**src/design/bth_pkg.sv**
```systemverilog
`timescale 1ns / 1ps

package bth_pkg;

    localparam int C_MAX_ROWS     = 64;
    localparam int C_MAX_BEAM     = 16;
    localparam int C_PAYLOAD_BITS = 32;

    localparam logic [1:0] ACT_INSERT = 2'd0;
    localparam logic [1:0] ACT_TRACE  = 2'd1;
    localparam logic [1:0] ACT_CLEAR  = 2'd2;

    localparam logic [2:0] ST_OK       = 3'd0;
    localparam logic [2:0] ST_TOO_WIDE = 3'd1;
    localparam logic [2:0] ST_FULL     = 3'd2;
    localparam logic [2:0] ST_BAD_SLOT = 3'd3;
    localparam logic [2:0] ST_BAD_ROW  = 3'd4;

    localparam logic CFG_ROWS_IN_USE = 1'b0;
    localparam logic CFG_BEAM_IN_USE = 1'b1;

    localparam logic [6:0] RESET_ROWS_IN_USE = 7'd64;
    localparam logic [4:0] RESET_BEAM_IN_USE = 5'd16;

    typedef struct packed {
        logic [1:0]  action;
        logic [31:0] entry_payload;
        logic [3:0]  entry_parent;
        logic        row_end;
        logic [5:0]  start_row;
        logic [3:0]  start_slot;
    } t_in_item;

    typedef struct packed {
        logic [2:0]  status;
        logic [5:0]  path_row;
        logic [31:0] path_payload;
        logic [3:0]  path_parent;
        logic        last;
        logic [6:0]  rows_stored;
    } t_out_item;

    typedef struct packed {
        logic capture;
        logic single;
        logic rd_start;
        logic emit;
    } t_dp_cmd;

    typedef struct packed {
        logic is_trace;
        logic trace_ok;
        logic out_free;
        logic row_zero;
    } t_dp_status;

endpackage

```
**src/design/bth_ctrl.sv**
```systemverilog
`timescale 1ns / 1ps

module bth_ctrl (
    input  logic                i_clk,
    input  logic                i_rst_n,
    input  logic                i_in_valid,
    output logic                o_in_stall,
    input  bth_pkg::t_dp_status i_status,
    output bth_pkg::t_dp_cmd    o_cmd
);

    import bth_pkg::*;

    typedef enum logic [2:0] {
        S_IDLE   = 3'b001,
        S_DECIDE = 3'b010,
        S_EMIT   = 3'b100
    } t_state;

    t_state r_state;
    t_state n_state;

    always_comb begin
        n_state = r_state;
        o_cmd   = '0;
        case (r_state)
            S_IDLE: begin
                if (i_in_valid) begin
                    o_cmd.capture = 1'b1;
                    n_state       = S_DECIDE;
                end
            end
            S_DECIDE: begin
                if (i_status.is_trace && i_status.trace_ok) begin
                    o_cmd.rd_start = 1'b1;
                    n_state        = S_EMIT;
                end else if (i_status.out_free) begin
                    o_cmd.single = 1'b1;
                    n_state      = S_IDLE;
                end
            end
            S_EMIT: begin
                // one row per cycle while the output register drains
                if (i_status.out_free) begin
                    o_cmd.emit = 1'b1;
                    if (i_status.row_zero) begin
                        n_state = S_IDLE;
                    end
                end
            end
            default: begin
                n_state = S_IDLE;
            end
        endcase
    end

    always_ff @(posedge i_clk) begin
        if (!i_rst_n) begin
            r_state <= S_IDLE;
        end else begin
            r_state <= n_state;
        end
    end

    assign o_in_stall = (r_state != S_IDLE);

endmodule

```
**config.mk**
```make
export PLATFORM = sky130hd
export DESIGN_NAME = bth_ctrl
export DESIGN_NICKNAME = d
export VERILOG_FILES = /design/src/design/bth_pkg.sv /design/src/design/bth_ctrl.sv
export SDC_FILE = /design/constraint.sdc
export NUM_CORES = 1
export LEC_CHECK = 0
export BUFFER_PORTS_ARGS = -buffer_cell sky130_fd_sc_hd__buf_2
export CAP_MARGIN = 20
export CORE_AREA = 5 5 42 44
export CTS_BUF_LIST = sky130_fd_sc_hd__clkbuf_8
export CTS_CLUSTER_SIZE = 12
export DETAILED_ROUTE_END_ITERATION = 16
export DIE_AREA = 0 0 47 49
export MAX_ROUTING_LAYER = met4
export PLACE_DENSITY = 0.33
export SLEW_MARGIN = 5
export SYNTH_ARGS = -nofsm -noshare
export SYNTH_HDL_FRONTEND = slang
export SYNTH_SLANG_ARGS = --single-unit
```
**constraint.sdc**
```tcl
create_clock -name i_clk -period 3.1 [get_ports i_clk]
set_input_delay 0.62 -clock i_clk [delete_from_list [all_inputs] [get_ports i_clk]]
set_output_delay 0.62 -clock i_clk [all_outputs]
set_load 0.1 [all_outputs]
```
==> flow_summary_export.csv <==
group,metric,value,unit
place,port_buffers,11,
run,max_cap_viol_count,0,
critical_path,slowest_delay,420,ps
drt,dr.pass1.iters,4,
pwr,power.static_leakage,0.152,nW
status,status,"finished clean",
critical_path,r2r_cells,3,
min_path,whs_path_depth,3,
critical_path,critPathSlowestCell,"buf_2",
layout,layout_common_cells,"buf_2, inv_1, nand2_1, clkbuf_8, dfxtp_1",
drt,via_count,197,
place,post-place-ws,1080,ps
cts,ctsHoldBuffers,0,
die,initial_core_util,0.131,
drt,ant_nets,0,
sta,setup_viol,0,
die,die_h,49,um
logic_synthesis,yosysSeqAreaShare,0.327,
sta,fin_worst_skew,0.934,ps
sta,slew_viol_final,0,
logic_synthesis,synth_top_area_share,0.327,
pwr,finalPower,0.203,mW
place,dp_hpwl,407,um
pwr,ir_drop,204,uV
layout,mostFrequentLayoutCell,"buf_2",
sta,worst_pin_slew,488,ps
critical_path,crit_buf_inv,1,
layout,drive_gt1_frac,0.514,
min_path,hp-start,"r_state[1]",
critical_path,path_cells,"nor3b_2 -> and3_2 -> buf_2",
global_routing,grt_start_max_net_pins,5,
drt,vias_per_cell,3.86,
cts,clk_pin_slew,30,ps
sta,relSlewSlack,0.677,
pwr,power_frac_comb,0.245,
die,die_x,47,um
place,gp_congestion,0.765,
cts,cts-buffers-inserted,3,
drt,routed_wl,534,um
sta,finalCritPeriodShare,0.680,
sta,hold_ws,621,ps
drt,wl_per_cell,10.5,um
min_path,min_to,"r_state[1]",
logic_synthesis,ys_warn_count,0,
logic_synthesis,avgSynthCellArea,8.76,um^2
min_path,min_path_type,"flop to flop",
sta,timing.setup.tns,0,ps
pwr,p_switching,0.0656,mW
logic_synthesis,synthTopCellsByArea,"dfxtp_1, nor3b_2, and3_2, nand2_1, a31o_1",
critical_path,reg2reg_slack,1930,ps
sta,hold_violations,0,
layout,regMostFlops,"r_state",
cts,root_buffer,"clkbuf_8",
sta,clock.fmax,474,MHz
die,core_area,1400,um^2
layout,nets,43,
logic_synthesis,syn_area,184,um^2
layout,area_growth,61.2,%
cts,cts_tree,"yes",
sta,post-route-min-period,2110,ps
critical_path,worstPathArrival,1490,ps
global_routing,grt_pass1_vias,228,
layout,largest_reg_flops,3,
pwr,p_per_area,683,nW/um^2
sta,grt_setup_unrepaired,"no",
die,die-area,2300,um^2
global_routing,grt_usage,0.0606,
pwr,p_int,0.137,mW
critical_path,worstPathRequired,2480,ps
sta,setup_ws,992,ps
cts,cts_resized,0,
global_routing,grt.overflow.total,0,
global_routing,antenna_found_initial,0,
cts,htree_levels,1,
cts,cts.sinks,3,
place,dpl.cell_count,47,
die,rows,14,
critical_path,cp-start-kind,"flop",
die,io_pins,12,
pwr,switching_share,0.324,
layout,antenna_cells,0,
cts,cts_buffer_depth,2,
pwr,power.share.clock,0.539,
logic_synthesis,synth.distinct_cells,14,
layout,reg_top3,"r_state x3",
critical_path,worstSetupPathType,"flop to output pin",
critical_path,worstPathMaxFanout,4,
critical_path,r2r_start,"r_state[1]",
layout,final_cells,51,
cts,postCtsSetupBuffers,0,
logic_synthesis,synth_area_leader_cell,"dfxtp_1",
drt,drtIter0Drc,1,
logic_synthesis,syn-num-nets,28,
pwr,pwr-share-seq,0.216,
critical_path,cp_top_family,"simple AND/OR/NAND/NOR gates",
drt,drc,0,
logic_synthesis,syn_inst,21,
global_routing,grt_pass1_wl,917,um
critical_path,crit_path_end_kind,"output pin",
critical_path,r2r_end,"r_state[0]",
cts,clk_latency,210,ps
logic_synthesis,synth_seq_cells,3,
==> power groups by stage <==
stage | Sequential [mW] | Combinational [mW] | Clock [mW]
5_1_grt | 0.0444 | 0.0529 | 0.120
4_1_cts | 0.0438 | 0.0499 | 0.114
2_1_floorplan | 0.0439 | 0.0396 | 0
3_5_place_dp | 0.0443 | 0.0496 | 0
6_report | 0.0438 | 0.0496 | 0.109
3_3_place_gp | 0.0442 | 0.0493 | 0
==> how the worst max path moves through the flow <==
| stage | depth (start not counted) | end | slack, ps | start |
|---|---|---|---|---|
| floorplan | 1 | o_cmd[0] | 1130 | i_status[1] |
| global placement | 4 | o_cmd[2] | 1100 | i_status[3] |
| detailed placement | 4 | o_cmd[2] | 1080 | i_status[3] |
| CTS | 3 | o_cmd[2] | 990 | r_state[1] |
| global route | 3 | o_cmd[2] | 900 | r_state[1] |
| finish | 3 | o_cmd[2] | 990 | r_state[1] |
==> synthesized netlist by cell type (all sizes together) <==
master	count
a21boi	1
nand2	3
dfxtp	3
and3	2
o21ai	1
nor3b	3
a31o	1
nor2b	1
a32oi	1
buf	1
nand3b	1
and2	1
inv	2
==> worst register-to-register path, stage by stage (launching register included) <==
cell and delay (ps):
dfxtp_1 350, nor3b_2 280, a32oi_1 190, a31o_1 240
==> metrics by stage <==
step | instance area, um^2 | utilization
after floorplan | 184 | -
after global placement | 251 | 0.179
final | 297 | 0.212
after CTS | 297 | 0.212
after global routing | 297 | 0.212
after detailed placement | 251 | 0.179
==> routing by layer <==
metal	routed length (um)	vias to the layer above	share of wire	global-route usage
met1	247	82	0.46	0.0680
met3	71	0	0.13	0.0221
met4	0	0	0	0.0691
met2	215	12	0.40	0.0724
li1	-	103	-	-
met5	0	-	0	-
==> layout make-up <==
type	instances	area (um^2)
clock buffer	3	41.3
sequential	3	60.1
multi-input combinational	15	109
timing repair buffer	11	55.1
fill	169	1100
clock inverter	1	3.75
tap	16	20.0
inverter	2	7.51
==> kinds of logic (layout without fill, tap and decap cells) <==
kind of cell    after synthesis  after routing  share of synthesized area
buf+inv                       3             17                     0.0817
flops                         3              3                      0.327
simple gates                 11             11                      0.429
compound gates                4              4                      0.163
Note: power is estimated with default switching activity, not from simulation.
